`config.mk`:
```
export PLATFORM = sky130hd
export DESIGN_NAME = yrmr_ctrl
export DESIGN_NICKNAME = d
export VERILOG_FILES = /design/src/rtl/yuyv_raster_to_mcu_reorder_defines.svh /design/src/rtl/yrmr_pkg.sv /design/src/rtl/yrmr_ctrl.sv
export SDC_FILE = /design/constraint.sdc
export NUM_CORES = 1
export LEC_CHECK = 0
export ABC_AREA = 1
export BUFFER_PORTS_ARGS = -buffer_cell sky130_fd_sc_hd__buf_4
export CORE_MARGIN = 8
export CORE_UTILIZATION = 50
export CTS_BUF_LIST = sky130_fd_sc_hd__clkbuf_8
export DETAILED_ROUTE_END_ITERATION = 16
export PLACE_DENSITY_LB_ADDON = 0.2
export REMOVE_ABC_BUFFERS = 1
export SLEW_MARGIN = 5
export SYNTH_ARGS = -nofsm -noshare
export SYNTH_HDL_FRONTEND = slang
export SYNTH_SLANG_ARGS = --single-unit
```
`constraint.sdc`:
```
create_clock -name clock -period 1.5 [get_ports clock]
set_input_delay 0.15 -clock clock [delete_from_list [all_inputs] [get_ports clock]]
set_output_delay 0.15 -clock clock [all_outputs]
set_load 0.02 [all_outputs]
```
`src/rtl/yuyv_raster_to_mcu_reorder_defines.svh`:
```
// Assertion macros for the RTL file that checks itself.
`ifndef YUYV_RASTER_TO_MCU_REORDER_DEFINES_SVH
`define YUYV_RASTER_TO_MCU_REORDER_DEFINES_SVH

// The consequent must hold in the same cycle as the antecedent.
`define YRMR_ASSERT_SAME(lbl, ante, cons) \
   lbl: assert property (@(posedge clock) disable iff (reset) (ante) |-> (cons)) \
      else $error("same-cycle check failed");

// The consequent must hold in the cycle after the antecedent.
`define YRMR_ASSERT_NEXT(lbl, ante, cons) \
   lbl: assert property (@(posedge clock) disable iff (reset) (ante) |=> (cons)) \
      else $error("next-cycle check failed");

`endif

```
`src/rtl/yrmr_pkg.sv`:
```
`default_nettype none

package yrmr_pkg;

   typedef enum logic [1:0] {
      ACT_PAIR  = 2'd0,
      ACT_EOL   = 2'd1,
      ACT_FRAME = 2'd2,
      ACT_READ  = 2'd3
   } yrmr_action_type;

   // Which buffer plane answers a read; none means the answer is zero.
   typedef enum logic [1:0] {
      PLANE_NONE = 2'd0,
      PLANE_LUMA = 2'd1,
      PLANE_CB   = 2'd2,
      PLANE_CR   = 2'd3
   } yrmr_plane_type;

   typedef struct packed {
      logic pair_dropped;
      logic first_band;
      logic band_ready;
   } yrmr_flags_type;

   localparam int PIXELS_PER_MCU = 16;
   localparam int MCU_PAIRS      = 8;
   localparam int MCU_BYTES      = 256;
   localparam int PLANE_WORDS    = 64;
   localparam logic [2:0] ROW_LAST = 3'h7;

endpackage

`default_nettype wire

```
`src/rtl/yrmr_ctrl.sv`:
```
`default_nettype none

module yrmr_ctrl #(
   parameter  int LINE_PIXELS = 320,
   localparam int MCUS        = LINE_PIXELS / 16,
   localparam int AW          = $clog2(MCUS * 64)
) (
   input  logic                      clock,
   input  logic                      reset,
   input  logic                      accept,
   input  yrmr_pkg::yrmr_action_type action,
   output logic                      wr_en,
   output logic [AW-1:0]             wr_luma_addr,
   output logic [AW-1:0]             wr_chroma_addr,
   output yrmr_pkg::yrmr_flags_type  flags
);

   import yrmr_pkg::*;

   localparam int PAIR_LIMIT = MCUS * MCU_PAIRS;
   localparam int CW         = $clog2(PAIR_LIMIT + 1);

   logic [CW-1:0] col_ff, col_in;
   logic [2:0]    row_ff, row_in;
   logic          past_ff, past_in;
   logic [2:0]    pair_in_mcu;

   assign pair_in_mcu = col_ff[2:0];

   // Luma: left 8x8 block in low words, right in high; chroma is one byte per pair.
   assign wr_luma_addr   = AW'({col_ff[CW-1:3], pair_in_mcu[2], row_ff, pair_in_mcu[1:0]});
   assign wr_chroma_addr = AW'({col_ff[CW-1:3], row_ff, pair_in_mcu});

   always_comb begin
      col_in  = col_ff;
      row_in  = row_ff;
      past_in = past_ff;
      flags   = '0;
      wr_en   = 1'b0;
      unique case (action)
         ACT_PAIR: begin
            if (col_ff < CW'(PAIR_LIMIT)) begin
               wr_en  = accept;
               col_in = col_ff + CW'(1);
            end else begin
               flags.pair_dropped = 1'b1;
            end
         end
         ACT_EOL: begin
            if (row_ff == ROW_LAST) begin
               flags.band_ready = 1'b1;
               flags.first_band = !past_ff;
               past_in          = 1'b1;
            end
            row_in = row_ff + 3'd1;
            col_in = '0;
         end
         ACT_FRAME: begin
            col_in  = '0;
            row_in  = '0;
            past_in = 1'b0;
         end
         ACT_READ: begin
         end
         default: begin
         end
      endcase
   end

   always_ff @(posedge clock) begin
      if (reset) begin
         col_ff  <= '0;
         row_ff  <= '0;
         past_ff <= 1'b0;
      end else if (accept) begin
         col_ff  <= col_in;
         row_ff  <= row_in;
         past_ff <= past_in;
      end
   end

endmodule

`default_nettype wire

```
## Word-level counts from Yosys, hierarchy flattened

Index checks and enable logic that the tools add are counted.
Widths: inputs -> output; s select.

- Memory bits (read-only): 0
- Input port bits: 5
- Latch bits: 0
- Memories kept: 0
- Output and inout port bits: 26
- Logic and storage cells: 30
- Register bits after elaboration: 12
- RAM bits: 0

- Bitwise logic cells: 0
- Shift operators: 0
- Multiplexer cells: 11
- $lt $le $gt $ge: 1
- $add $sub $neg: 2
- Reductions and logical operators: 8
- Div/mod/pow operators: 0
- Multiply operators: 0
- Eq/ne operators: 5

Operator list:

| kind | count |
|---|---|
| $pmux 8 s2 | 1 |
| $add 8x1->8 const B | 1 |
| $lt 8x8->1 const B | 1 |
| $mux 8 | 1 |
| $pmux 3 s2 | 1 |
| $reduce_and 3->1 | 2 |
| $mux 1 | 5 |
| $mux 2 | 2 |
| $ne 2x2->1 const B | 2 |
| $reduce_bool 2->1 | 2 |
| $add 3x1->3 const B | 1 |
| $eq 3x3->1 const B | 1 |
| $eq 2x1->1 const B | 1 |
| $eq 2x2->1 const B | 1 |
| $logic_not 2->1 | 1 |
| $pmux 1 s2 | 1 |
| $reduce_and 2->1 | 1 |
| $reduce_or 2->1 | 1 |
| $logic_not 1->1 | 1 |

## Logic depth before layout (Yosys ltp)

- Depth after elaboration: 4
- Gate-level depth with buffers: 9
- Mapped depth without buffers: 9

## Worst setup path after synthesis

No wires, ideal clock.

- Kind: reg-to-output
- Start: register row_ff[0]
- End: output flags[1] (netlist bit)
- Path slack: 205 ps
- Arrival time: 1145 ps
- Path buffers: 0
- Stages on the path, launching flop included: 5
- Data required time: 1350 ps
- Path through: dfxtp_1 ha_1 ha_1 nand2_1 nor2_1

RTL lines:

| element | RTL line | text |
|---|---|---|
| start, declared | yrmr_ctrl.sv:24 | `logic [2:0] row_ff, row_in;` |
| start signal, assigned | yrmr_ctrl.sv:77 | `row_ff <= row_in;` |
| end, declared | yrmr_ctrl.sv:15 | `output yrmr_pkg::yrmr_flags_type flags` |

==> run_results.csv <==
group,metric,value,unit
placed_design,dp_hpwl,1480,µm
floorplanning,fp-row-count,14,
worst_setup_path,cp_max_fo,5,
power,p_per_area,786,mW/mm²
sta,setup_viol,0,
worst_setup_path,critPathMaxStageDelay,0.38,ns
clock_tree,cts_resized,0,
sta,maxSlewHeadroom,0.831,
sta,hold_viol,0,
detailed_routing,route.detailed.drc,0,
finish,area_growth,26.9,%
floorplanning,initial_core_util,0.538,
placed_design,gp_congestion,0.892,
worst_setup_path,timing.rr.end,"col_ff[2]",
floorplanning,die_h,56.3,µm
worst_setup_path,slowest_stage,"dfxtp_1",
grt,grt_pass1_vias,780,
floorplanning,core_area,0.00151,mm²
clock_tree,cts_sinks,12,
synthesis,yosysWarnings,0,
finish,instances_no_fill,156,
grt,grt_overflow,0,
sta,grt_setup_unrepaired,"false",
finish,antenna_cells,0,
clock_tree,clock_latency,0.24,ns
worst_setup_path,cp_cell_sequence,"ha_1 > ha_1 > nand2_1 > nor2_1 > buf_4",
clock_tree,post_cts_buffers,0,
worst_setup_path,crit_path_start_kind,"flop",
sta,finalMaxSlewViolations,0,
grt,grt_pass1_wl,3360,µm
detailed_routing,drt-pass1-iter-count,4,
synthesis,ys_ff_latch,12,
power,ir_worst_vdd,0.582,mV
worst_setup_path,r2r_start,"col_ff[0]",
finish,fill_cells,127,
run_status,status,"finished clean",
clock_tree,clkTransAtPathRegs,0.05,ns
clock_tree,cts_tree,"done",
worst_setup_path,regToRegSetupSlack,0.27,ns
synthesis,netlist_instances,117,
min_path,hold_depth,2,
min_path,whs_endpoint,"row_ff[1]",
placed_design,place_inst,152,
floorplanning,ios,31,
grt,antenna_found_initial,0,
min_path,hp-class,"input pin to flop",
run,cap_violations,0,
sta,tightest_slew,0.252,ns
finish,fin_area,0.00103,mm²
detailed_routing,routed_wl,1980,µm
synthesis,synth_cell_type_count,20,
worst_setup_path,arrival,1.26,ns
sta,timing.final.crit_share,0.937,
detailed_routing,vias_per_cell,5.01,
synthesis,syn_avg_cell_area,6.93,µm²
placed_design,dpl_cell_area,973,µm²
finish,final_nets,152,
clock_tree,cts_max_path_buffers,2,
min_path,hold_start,"reset",
clock_tree,postCtsHoldBufs,0,
detailed_routing,drtIter0Drc,19,
worst_setup_path,crit_top_cell,"ha_1",
placed_design,numPortBuffers,30,
grt,grt_max_degree,8,
sta,finClkSkew,0.000790,ns
worst_setup_path,cp_num_buf_inv,1,
worst_setup_path,cp_top_family,"flip-flops",
detailed_routing,ant_nets,0,
worst_setup_path,critPathKind,"flop to output port",
power,power_leakage,0.000562,µW
worst_setup_path,end_kind,"output port",
detailed_routing,vias,781,
finish,post-route-util,0.683,
clock_tree,numCtsBuffers,3,
worst_setup_path,rr_worst_depth,5,
sta,setup_tns,0,ns
synthesis,syn_area,811,µm²
floorplanning,fp.dieW,56.3,µm
detailed_routing,wire_per_inst,12.7,µm
worst_setup_path,worst_ep_required_time,1.35,ns
finish,drive_gt1_frac,0.321,
grt,track_usage,0.126,
synthesis,ys_seq_area_frac,0.296,
finish,final_cell_mix,"nand2_1 (30), buf_4 (30), inv_1 (15)",
sta,fmax,711,MHz
clock_tree,htree_num_levels,1,
floorplanning,die-area,0.00317,mm²
clock_tree,cts-root-buf,"clkbuf_8",
sta,post-route-min-period,1.41,ns
## synth_stat cells
cell type	n	area [µm²]
nand2_1	30	113
nor3_1	1	5.00
o21ai_2	1	8.76
nand2_4	3	33.8
inv_1	15	56.3
nor2_1	7	26.3
xnor2_1	1	8.76
nand2_2	2	12.5
dfxtp_1	12	240
inv_2	3	11.3
a21oi_1	5	25.0
ha_1	6	75.1
o21ai_0	3	15.0
nand3_2	1	10.0
o21bai_1	2	15.0
buf_4	11	82.6
nor2_2	1	6.26
and2_1	1	6.26
o21ai_1	1	5.00
nand3_1	11	55.1
## cell families after synthesis
kind of cell / synth area share
AO/OA/AOI/OAI: 0.0849
XOR/XNOR: 0.0108
adder cells (fa/ha/maj): 0.0926
buffers and inverters: 0.185
flip-flops: 0.296
AND/OR/NAND/NOR: 0.330
## metrics by stage
step,setup WS (ns),total power (µW),hold WS (ns)
floorplan,0.0667,414,0.219
global placement,0.208,457,0.375
detailed placement,0.186,458,0.380
CTS,0.0926,816,0.130
global route,0.0138,847,0.134
finish,0.0944,808,0.131
## worst max-delay path by stage
stage,startpoint,endpoint,cells after the start,slack (ns)
floorplan,row_ff[0],flags[1],4,0.07
global placement,action[0],col_ff[2],9,0.21
detailed placement,action[0],col_ff[6],8,0.19
CTS,row_ff[0],flags[1],5,0.09
global route,row_ff[0],flags[1],5,0.01
finish,row_ff[0],flags[1],5,0.09
## cell type report
| class | instances | area (µm²) | area share |
|---|---|---|---|
| Timing Repair Buffer | 30 | 225 | 0.219 |
| Inverter | 18 | 67.6 | 0.0657 |
| Clock buffer | 4 | 55.1 | 0.0535 |
| Multi-Input combinational cell | 76 | 420 | 0.409 |
| Sequential cell | 12 | 240 | 0.234 |
| Tap cell | 16 | 20.0 | 0.0195 |
## layer usage
metal,vias up,part of all wire,global-route usage
li1,401,-,-
met1,349,0.47,0.148
met2,24,0.46,0.201
met3,7,0.049,0.0382
met4,0,0.020,0.0584
met5,-,0,0
## worst reg2reg max path: stages (launching register included)
cell and delay (ns):
dfxtp_1 0.45, ha_1 0.21, nand2_1 0.10, nand2_1 0.15, nand2_1 0.07, and2_1 0.15
## sequential cells by signal (all words and copies together) (netlist names)
signal   count
past_ff      1
col_ff       8
row_ff       3
## power by group
group | internal (µW) | switching [µW]
logic | 45.9 | 74.8
registers | 325 | 8.06
clock network | 232 | 122
No activity file was read; power rests on OpenSTA's default activity.
