$ cat src/rtl/yuyv_raster_to_mcu_reorder_defines.svh
// Assertion macros for the RTL file that checks itself.
`ifndef YUYV_RASTER_TO_MCU_REORDER_DEFINES_SVH
`define YUYV_RASTER_TO_MCU_REORDER_DEFINES_SVH

// The consequent must hold in the same cycle as the antecedent.
`define YRMR_ASSERT_SAME(lbl, ante, cons) \
   lbl: assert property (@(posedge clock) disable iff (reset) (ante) |-> (cons)) \
      else $error("same-cycle check failed");

// The consequent must hold in the cycle after the antecedent.
`define YRMR_ASSERT_NEXT(lbl, ante, cons) \
   lbl: assert property (@(posedge clock) disable iff (reset) (ante) |=> (cons)) \
      else $error("next-cycle check failed");

`endif

$ cat src/rtl/yrmr_ram.sv
`default_nettype none

module yrmr_ram #(
   parameter  int WIDTH = 8,
   parameter  int DEPTH = 64,
   localparam int AW    = (DEPTH > 1) ? $clog2(DEPTH) : 1
) (
   input  logic             clock,
   input  logic             wr_en,
   input  logic [AW-1:0]    wr_addr,
   input  logic [WIDTH-1:0] wr_data,
   input  logic             rd_en,
   input  logic [AW-1:0]    rd_addr,
   output logic [WIDTH-1:0] rd_data
);

   logic [WIDTH-1:0] mem_ff [DEPTH];
   logic [WIDTH-1:0] rd_data_ff;

   always_ff @(posedge clock) begin
      if (wr_en) begin
         mem_ff[wr_addr] <= wr_data;
      end
      if (rd_en) begin
         rd_data_ff <= mem_ff[rd_addr];
      end
   end

   assign rd_data = rd_data_ff;

endmodule

`default_nettype wire

$ cat config.mk
export PLATFORM = sky130hd
export DESIGN_NAME = yrmr_ram
export DESIGN_NICKNAME = d
export VERILOG_FILES = /design/src/rtl/yuyv_raster_to_mcu_reorder_defines.svh /design/src/rtl/yrmr_ram.sv
export SDC_FILE = /design/constraint.sdc
export NUM_CORES = 1
export LEC_CHECK = 0
export ABC_AREA = 1
export BUFFER_PORTS_ARGS = -buffer_cell sky130_fd_sc_hd__buf_2
export CORE_MARGIN = 5
export CORE_UTILIZATION = 55
export CTS_CLUSTER_DIAMETER = 100
export DETAILED_ROUTE_END_ITERATION = 10
export PLACE_DENSITY = 0.71
export SETUP_SLACK_MARGIN = 0.3
export SLEW_MARGIN = 10
export SYNTH_ARGS = -nofsm -noshare
export SYNTH_HDL_FRONTEND = slang
export SYNTH_SLANG_ARGS = --single-unit
$ cat constraint.sdc
create_clock -name clock -period 3.6 [get_ports clock]
set_clock_uncertainty 0.2 [all_clocks]
set_input_delay 0.54 -clock clock [delete_from_list [all_inputs] [get_ports clock]]
set_output_delay 0.54 -clock clock [all_outputs]
set_load 0.02 [all_outputs]
# ---- After elaboration in Yosys (flattened, before gate mapping)
# Memories as Yosys holds them, arrays and structs flattened. A register that Yosys moved wholly into a read port is not among the register bits.
# Index checks and enable logic that the tools add are counted.
dict set report totals {
  mem_count 1
  ramBits 512
  latchBits 0
  input_bits 23
  out_inout_bits 8
  mem_bits_ro 0
  ff_bits 0
}
dict set report op_classes {
  order_cmp 0
  mul 0
  bitwise_logic 0
  div_mod_pow 0
  eq_ne 0
  reduce_logical 0
  n_mux 2
  n_shift 0
  n_addsub 0
}
# name words width rd rd_ports_with_merged_regs wr line
set mem_list {}
lappend mem_list {mem_ff 64 8 1 1 1 yrmr_ram.sv:17} ;# logic [WIDTH-1:0] mem_ff [DEPTH];
# op count
set ops {}
lappend ops {{$mux W1} 2}

# ---- Longest topological paths before layout
# Gate-level depths: netlist of run 1.
dict set report depth {
  word_depth 2
  ltp_mapped 12
  mapped_depth_nobuf 9
}

# ---- Least setup slack after synthesis of run 1
# Ideal clock, no wire load.
dict set report synth_timing {
  kind {input-to-reg}
  startpoint {input port wr_en}
  endpoint {memory mem_ff[48][0] (enable)}
  path_slack_ps 1094
  required_ps 3005
  setup_ps 395
  stages 3
  arrival_ps 1911
  n_path_buf 1
  cell_sequence {clkbuf_1 > nand4_1 > nor4_1}
}
dict set report synth_between {
  elab_chain_cells 2
}
# item line
set synth_lines {}
lappend synth_lines {{start: declaration} yrmr_ram.sv:9} ;# input logic wr_en,
lappend synth_lines {{$mux W1} yrmr_ram.sv:21} ;# if (wr_en) begin
lappend synth_lines {{$mux W1 (not written as such)} yrmr_ram.sv:22} ;# mem_ff[wr_addr] <= wr_data;
lappend synth_lines {{end: declaration} yrmr_ram.sv:17}
# No other way between the ends.

==> metrics.csv, run 1 <==
stage,metric,value,unit
final_layout,fillers,2993,
yosys,yosysWarnings,0,
setup_path,worstReg2RegEnd,rd_data[0]$_DFFE_PP_,
setup_path,r2r_slack,1.83,ns
yosys,ys_ff_latch,520,
yosys,synthCells,1805,
global_route,antenna_found_initial,3,
route,drtIter0Drc,1811,
timing,worst_slew_pin_slew,1.22,ns
worst_hold_path,hold_depth,1,
die,io_pins,31,
yosys,synthXorXnorAreaFrac,0,%
global_route,met3_usage,4.16,%
timing,hold_violations,0,
power,power.leakage,8.73,nW
clock_tree,root_buffer,clkbuf_16,
place,portBuffers,30,
die,die_h,207,µm
clock_tree,numCtsBuffers,52,
global_route,grt_pass1_vias,13500,
yosys,yosysUniqueCellTypes,15,
place,place_hpwl,31.0,mm
global_route,grt_pass1_wl,81.2,mm
yosys,synth_top_family_by_area,simple AND/OR/NAND/NOR gates,
yosys,yosysTopAreaCell,edfxtp_1,
clock_tree,cts_tree,done,
die,core,0.0386,mm²
timing,finalCritPeriodShare,58.1,%
yosys,synth_fp_nets,1828,
setup_path,r2r_start,mem_ff[39][0]$_DFFE_PP_,
final_layout,nets,1898,
clock_tree,ctsResizeCount,0,
timing,finalSetupTns,0,ns
timing,fmax,478,MHz
route,ant_nets,0,
global_route,met1_usage,34.8,%
power,p_per_area,533,mW/mm²
route,dr_total_vias,14100,
yosys,avgSynthCellArea,11.9,µm²
yosys,synth_top_area_share,72.9,%
global_route,grt_overflow,0,
setup_path,rr_worst_depth,8,
global_route,grt_busiest_layer,met2,
yosys,synthSimpleGateAreaFrac,23.1,%
worst_hold_path,min_to,rd_data[6]$_DFFE_PP_,
setup_path,cp_data_arrival_time,2.34,ns
timing,relSlewSlack,18.6,%
clock_tree,clockBufferDepth,3,
route,wl_per_cell,21.9,µm
clock_tree,clock_latency,0.60,ns
die,fp-row-count,72,
global_route,grt_use_met2,38.0,%
timing,rsz0062_at_grt,no,
setup_path,path_max_fanout,56,
worst_hold_path,hp-start,rd_en,
worst_hold_path,hold_class,in2reg,
clock_tree,hold_buffers,0,
clock_tree,postCtsSetupBuffers,0,
place,gp_congestion,0.872,
yosys,synthAdderAreaFrac,0,%
route,firstDrtPassIters,6,
setup_path,cp.required,3.85,ns
yosys,synth_compound_area_share,0,%
run,maxCapViolations,0,
setup_path,criticalPathCategory,in2reg,
clock_tree,cts_num_sinks,520,
die,dieArea,0.0430,mm²
timing,fin_crit,2.09,ns
global_route,grt_start_max_net_pins,145,
die,start_util,55.6,%
power,peakVddDrop,0.428,mV
status,status,finished clean,
clock_tree,clk_pin_slew,0.06,ns
global_route,gr-usage-all-layers,24.4,%
final_layout,drive_gt1_share,10.5,%
route,via_per_inst,5.81,
yosys,ys_seq_area_share,72.9,%
timing,slew_violations,0,
route,drcViolationCount,0,
final_layout,fin_util,62.0,%
yosys,synth_area_leaders,"edfxtp_1 73%, nand2_1 11%, nand3_1 10%",
timing,setup_viol,0,
setup_path,cp-end-kind,flop,
clock_tree,htreeDepth,2,
route,drt_wl_total,53.2,mm
yosys,synthMuxAreaShare,0,%
final_layout,area_growth,11.6,%
yosys,syn_area,0.0214,mm²
setup_path,crit_path_start_kind,input port,
die,die_x,207,µm
==> cell usage in the layout (no fill, tap or decap), drive strengths merged <==
master | netlist | final
diode | 0 | 2
nor2 | 56 | 56
nand2 | 648 | 648
nand3 | 439 | 439
clkinv | 0 | 22
nor4 | 8 | 8
inv | 12 | 14
nand4 | 9 | 9
bufinv | 0 | 5
clkbuf | 15 | 63
edfxtp | 520 | 520
buf | 98 | 129
==> report_power, final <==
part / internal [W] / switching (W)
clock: 0.00304 / 0.00218
sequential: 0.00672 / 0.0000198
combinational: 0.000197 / 0.000591
total: 0.00995 / 0.00279
==> sequential cells by signal (all words and copies together), names as in the netlist <==
name / cells
mem_ff: 512
rd_data: 8
==> routing by layer <==
metal	wire length (µm)	share of wire, %
met3	5080	9.5
met1	21100	40
met2	25000	47
met5	20	0.038
met4	2020	3.8
==> cell type report <==
type | instances | area, µm² | area share (%)
flip-flops and latches | 520 | 15600 | 65.3
multi-input cells | 1160 | 4950 | 20.7
clock buffers | 63 | 1360 | 5.71
repair buffers | 129 | 1000 | 4.19
well taps | 518 | 648 | 2.71
clock inverters | 29 | 269 | 1.13
inverters | 12 | 52.6 | 0.220
diodes | 2 | 5.00 | 0.0209
==> metrics by stage <==
step                      total power (W)  instance area (µm²)  setup WS [ns]  std cells  hold slack [ns]
after global placement            0.00763                22300          0.933       2339            0.687
after CTS                          0.0128                23900           1.54       2431           0.0809
after global routing               0.0131                23900           1.41       2433           0.0985
final                              0.0127                23900           1.51       2433            0.107
after detailed placement          0.00765                22300          0.965       2339            0.696
after floorplan                   0.00734                21400           1.09       1805            0.439
==> worst max-delay path, stage by stage <==
cell and delay (ns):
buf_6 0.12, inv_6 0.32, buf_4 0.42, nand2_1 0.09, nand3_1 0.10, nand3_1 0.11, nand2_1 0.15, nand2_1 0.07
nand3_1 0.19, nand3_1 0.10, nand2_1 0.08
==> synthesized netlist by cell type (all sizes together) <==
library cell,count
nor4,8
inv,12
edfxtp,520
nand4,9
nand2,648
nand3,439
nor2,56
buf,98
clkbuf,15
==> cells by family after synthesis <==
kind of cell | Yosys count
flip-flops | 520
AND/OR/NAND/NOR | 1160
buffers and inverters | 125
==> how the worst max path moves through the flow <==
stage | slack, ns | to | startpoint
after floorplan | 1.09 | mem_ff[48][0]$_DFFE_PP_ | wr_en
after global placement | 0.93 | rd_data[0]$_DFFE_PP_ | rd_addr[1]
after detailed placement | 0.97 | rd_data[2]$_DFFE_PP_ | rd_addr[1]
after CTS | 1.54 | rd_data[3] | rd_data[3]$_DFFE_PP_
after global routing | 1.41 | rd_data[1]$_DFFE_PP_ | rd_addr[0]
final | 1.51 | rd_data[2]$_DFFE_PP_ | rd_addr[0]
(Power assumes the default switching activity.)
==> run 2, diff against run 1 <==
--- a/config.mk
+++ b/config.mk
@@ -11,7 +11,7 @@
 export CORE_UTILIZATION = 55
 export CTS_CLUSTER_DIAMETER = 100
 export DETAILED_ROUTE_END_ITERATION = 10
-export PLACE_DENSITY = 0.71
+export PLACE_DENSITY = 0.74
 export SETUP_SLACK_MARGIN = 0.3
 export SLEW_MARGIN = 10
 export SYNTH_ARGS = -nofsm -noshare
==> constraint.sdc (replaced) <==
create_clock -name clock -period 1.7 [get_ports clock]
set_clock_uncertainty 0.2 [all_clocks]
set_input_delay 0.255 -clock clock [delete_from_list [all_inputs] [get_ports clock]]
set_output_delay 0.255 -clock clock [all_outputs]
set_load 0.02 [all_outputs]
==> run 2 against run 1 <==
Effect of this change:
- the run now ends with setup timing left
- clock-buffer cell count unchanged
- clock power increased by 100%
- largest power group unchanged
- critical path depth shrank 10
- first-iteration DRC count fell by 1.5%
- final cell count grew 1.8%
- final area rose by 8.8%
- combinational power grew to 2.8 times the previous value
- die area unchanged
- routed wire length increased by 3.2%
- sequential power is 110% higher
- register-to-register slack got worse by 1.7 ns
- via count is 3.3% higher
- critical endpoint is now rd_data[2]
==> metrics.csv, run 2 (synthesis gave the netlist of run 1 again) <==
stage,metric,value,unit,change
status,status,"finished, violations left",,
status,failed_checks,setup timing,,
power,peakVddDrop,1.09,mV,+160%
setup_path,cpPeakStageDelay,0.54,ns,+0.12 ns
final_layout,largest_reg_flops,512,,unchanged
die,io_pins,31,,unchanged
clock_tree,root_buffer,clkbuf_16,,
setup_path,criticalPathCategory,reg2out,,
final_layout,drive_gt1_share,23.8,%,+13 points
global_route,gr-usage-all-layers,24.8,%,+0.33 points
place,place_area,0.0235,mm²,+5.6%
final_layout,regArea,0.0156,mm²,unchanged
final_layout,top_register,mem_ff,,
run,maxCapViolations,0,,unchanged
power,p_per_area,1040,mW/mm²,+95%
route,wl_per_cell,22.2,µm,+1.4%
timing,finalCritPeriodShare,104,%,
clock_tree,postCtsSetupBuffers,0,,unchanged
global_route,grt_pass1_wl,83.0,mm,+2.2%
clock_tree,clockBufferDepth,3,,unchanged
setup_path,path_delay_family,flip-flops,,
setup_path,cp_data_arrival_time,1.31,ns,-1.03 ns
die,die_h,207,µm,unchanged
timing,fin_ws,-0.0629,ns,-1.57 ns
power,power.total,0.0270,W,+110%
setup_path,path_cells,buf_6,,
die,start_util,55.6,%,unchanged
final_layout,area_growth,21.5,%,
die,dieArea,0.0430,mm²,unchanged
route,dr_total_vias,14600,,+3.3%
route,firstDrtPassIters,6,,unchanged
final_layout,fillers,2656,,-11%
final_layout,layout_commonest_cell,nand2_1,,
timing,finalSetupTns,-0.101,ns,-0.101 ns
global_route,grt_start_max_net_pins,65,,-55%
worst_hold_path,hold_class,in2reg,,
timing,slew_violations,0,,unchanged
die,core,0.0386,mm²,unchanged
route,drtIter0Drc,1783,,-1.5%
place,placed_cells_incl_taps,2384,,+1.9%
place,gp_congestion,0.926,,+6.2%
timing,hold_violations,0,,unchanged
clock_tree,clock_latency,0.58,ns,-0.02 ns
final_layout,design_area,0.0260,mm²,+8.8%
clock_tree,cts_tree,done,,
setup_path,critPathSlowestCell,edfxtp_1,,
setup_path,path_max_fanout,1,,-98%
route,via_per_inst,5.89,,+1.4%
setup_path,cp.required,1.24,ns,-2.61 ns
clock_tree,clk_pin_slew,0.06,ns,about the same
timing,rsz0062_at_grt,yes,,
final_layout,multi_input_area,0.00614,mm²,+24%
route,drt_wl_total,54.9,mm,+3.2%
route,ant_nets,0,,unchanged
route,drcViolationCount,0,,unchanged
final_layout,fin_util,67.5,%,+5.5 points
clock_tree,cts_num_sinks,520,,unchanged
die,fp-row-count,72,,unchanged
die,die_x,207,µm,unchanged
final_layout,num_antenna_cells,0,,-2
setup_path,cp-end-kind,output pin,,
place,place_hpwl,32.5,mm,+5.0%
final_layout,mostFrequentLayoutCells,"598 x nand2_1, 520 x edfxtp_1, 306 x nand3_1",,
timing,relSlewSlack,61.0,%,+42 points
place,portBuffers,30,,unchanged
global_route,antenna_found_initial,0,,-3
clock_tree,htreeDepth,2,,unchanged
timing,worst_slew_pin_slew,0.584,ns,-0.636 ns
timing,setup_viol,2,,+2
timing,fmax,567,MHz,
power,power.leakage,9.43,nW,+7.9%
setup_path,crit_path_start_kind,flop,,
final_layout,nets,1945,,+2.5%
global_route,grt_pass1_vias,14500,,+7.5%
final_layout,stdcell_count,2478,,+1.8%
global_route,grt_overflow,0,,unchanged
timing,fin_crit,1.76,ns,
setup_path,cp_num_buf_inv,1,,-2
clock_tree,numCtsBuffers,50,,-3.8%
[run 2: changes by cell type in the layout (fill, tap and decap cells not counted), moves of 15 or more]
cell,before,now
nand3_1,439,306
nor2_4,0,28
nor2_1,56,24
nand3_4,0,15
nand2_2,0,50
buf_12,8,54
nand3_2,0,118
nand2_1,648,598
[run 2: area by class of cell]
| type | count | share of cell area, % |
|---|---|---|
| clock inverters | 27 | 0.914 |
| flip-flops and latches | 520 | 60.0 |
| inverters | 12 | 0.274 |
| clock buffers | 63 | 5.00 |
| multi-input cells | 1160 | 23.6 |
| repair buffers | 178 | 7.71 |
| well taps | 518 | 2.49 |
[run 2: routing by layer]
layer	vias to the layer above	share of wire, %	GRT usage [%]	routed length [µm]
met2	781	49	41.7	27100
met3	135	10	4.81	5640
met4	0	3.4	8.87	1840
met1	7082	37	32.5	20300
met5	-	0	0	0
li1	6602	-	-	-
[run 2: what timing repair did]
item                                    CTS  global route
endpoints found under the setup margin   16            16
hold buffers                              4             0
endpoints found under the hold margin    46             0
resized for setup                       100           110
pin swaps                                62            93
[run 2: path summary, 6_finish.rpt]
kind                                              start                     end  slack, ns  cells after the start
worst max-delay path               rd_data[2]$_DFFE_PP_              rd_data[2]      -0.06                      1
worst min-delay path                         wr_data[2]  mem_ff[8][2]$_DFFE_PP_       0.01                      2
worst max register to register   mem_ff[5][7]$_DFFE_PP_    rd_data[7]$_DFFE_PP_       0.14                      8
worst min register to register  mem_ff[28][1]$_DFFE_PP_    rd_data[1]$_DFFE_PP_       0.70                      8
[run 2: power by group]
part           switching [W]  internal, W
clock network        0.00453      0.00601
logic                0.00149     0.000740
registers          0.0000466       0.0142
total                0.00607       0.0210
[run 2: metrics by stage]
step	worst slack [ns]	hold WS, ns
4_1_cts	-0.0407	0.00430
3_5_place_dp	-0.446	0.459
2_1_floorplan	-0.308	0.154
3_3_place_gp	-0.413	0.452
5_1_grt	-0.0717	0.00396
6_report	-0.0629	0.0142
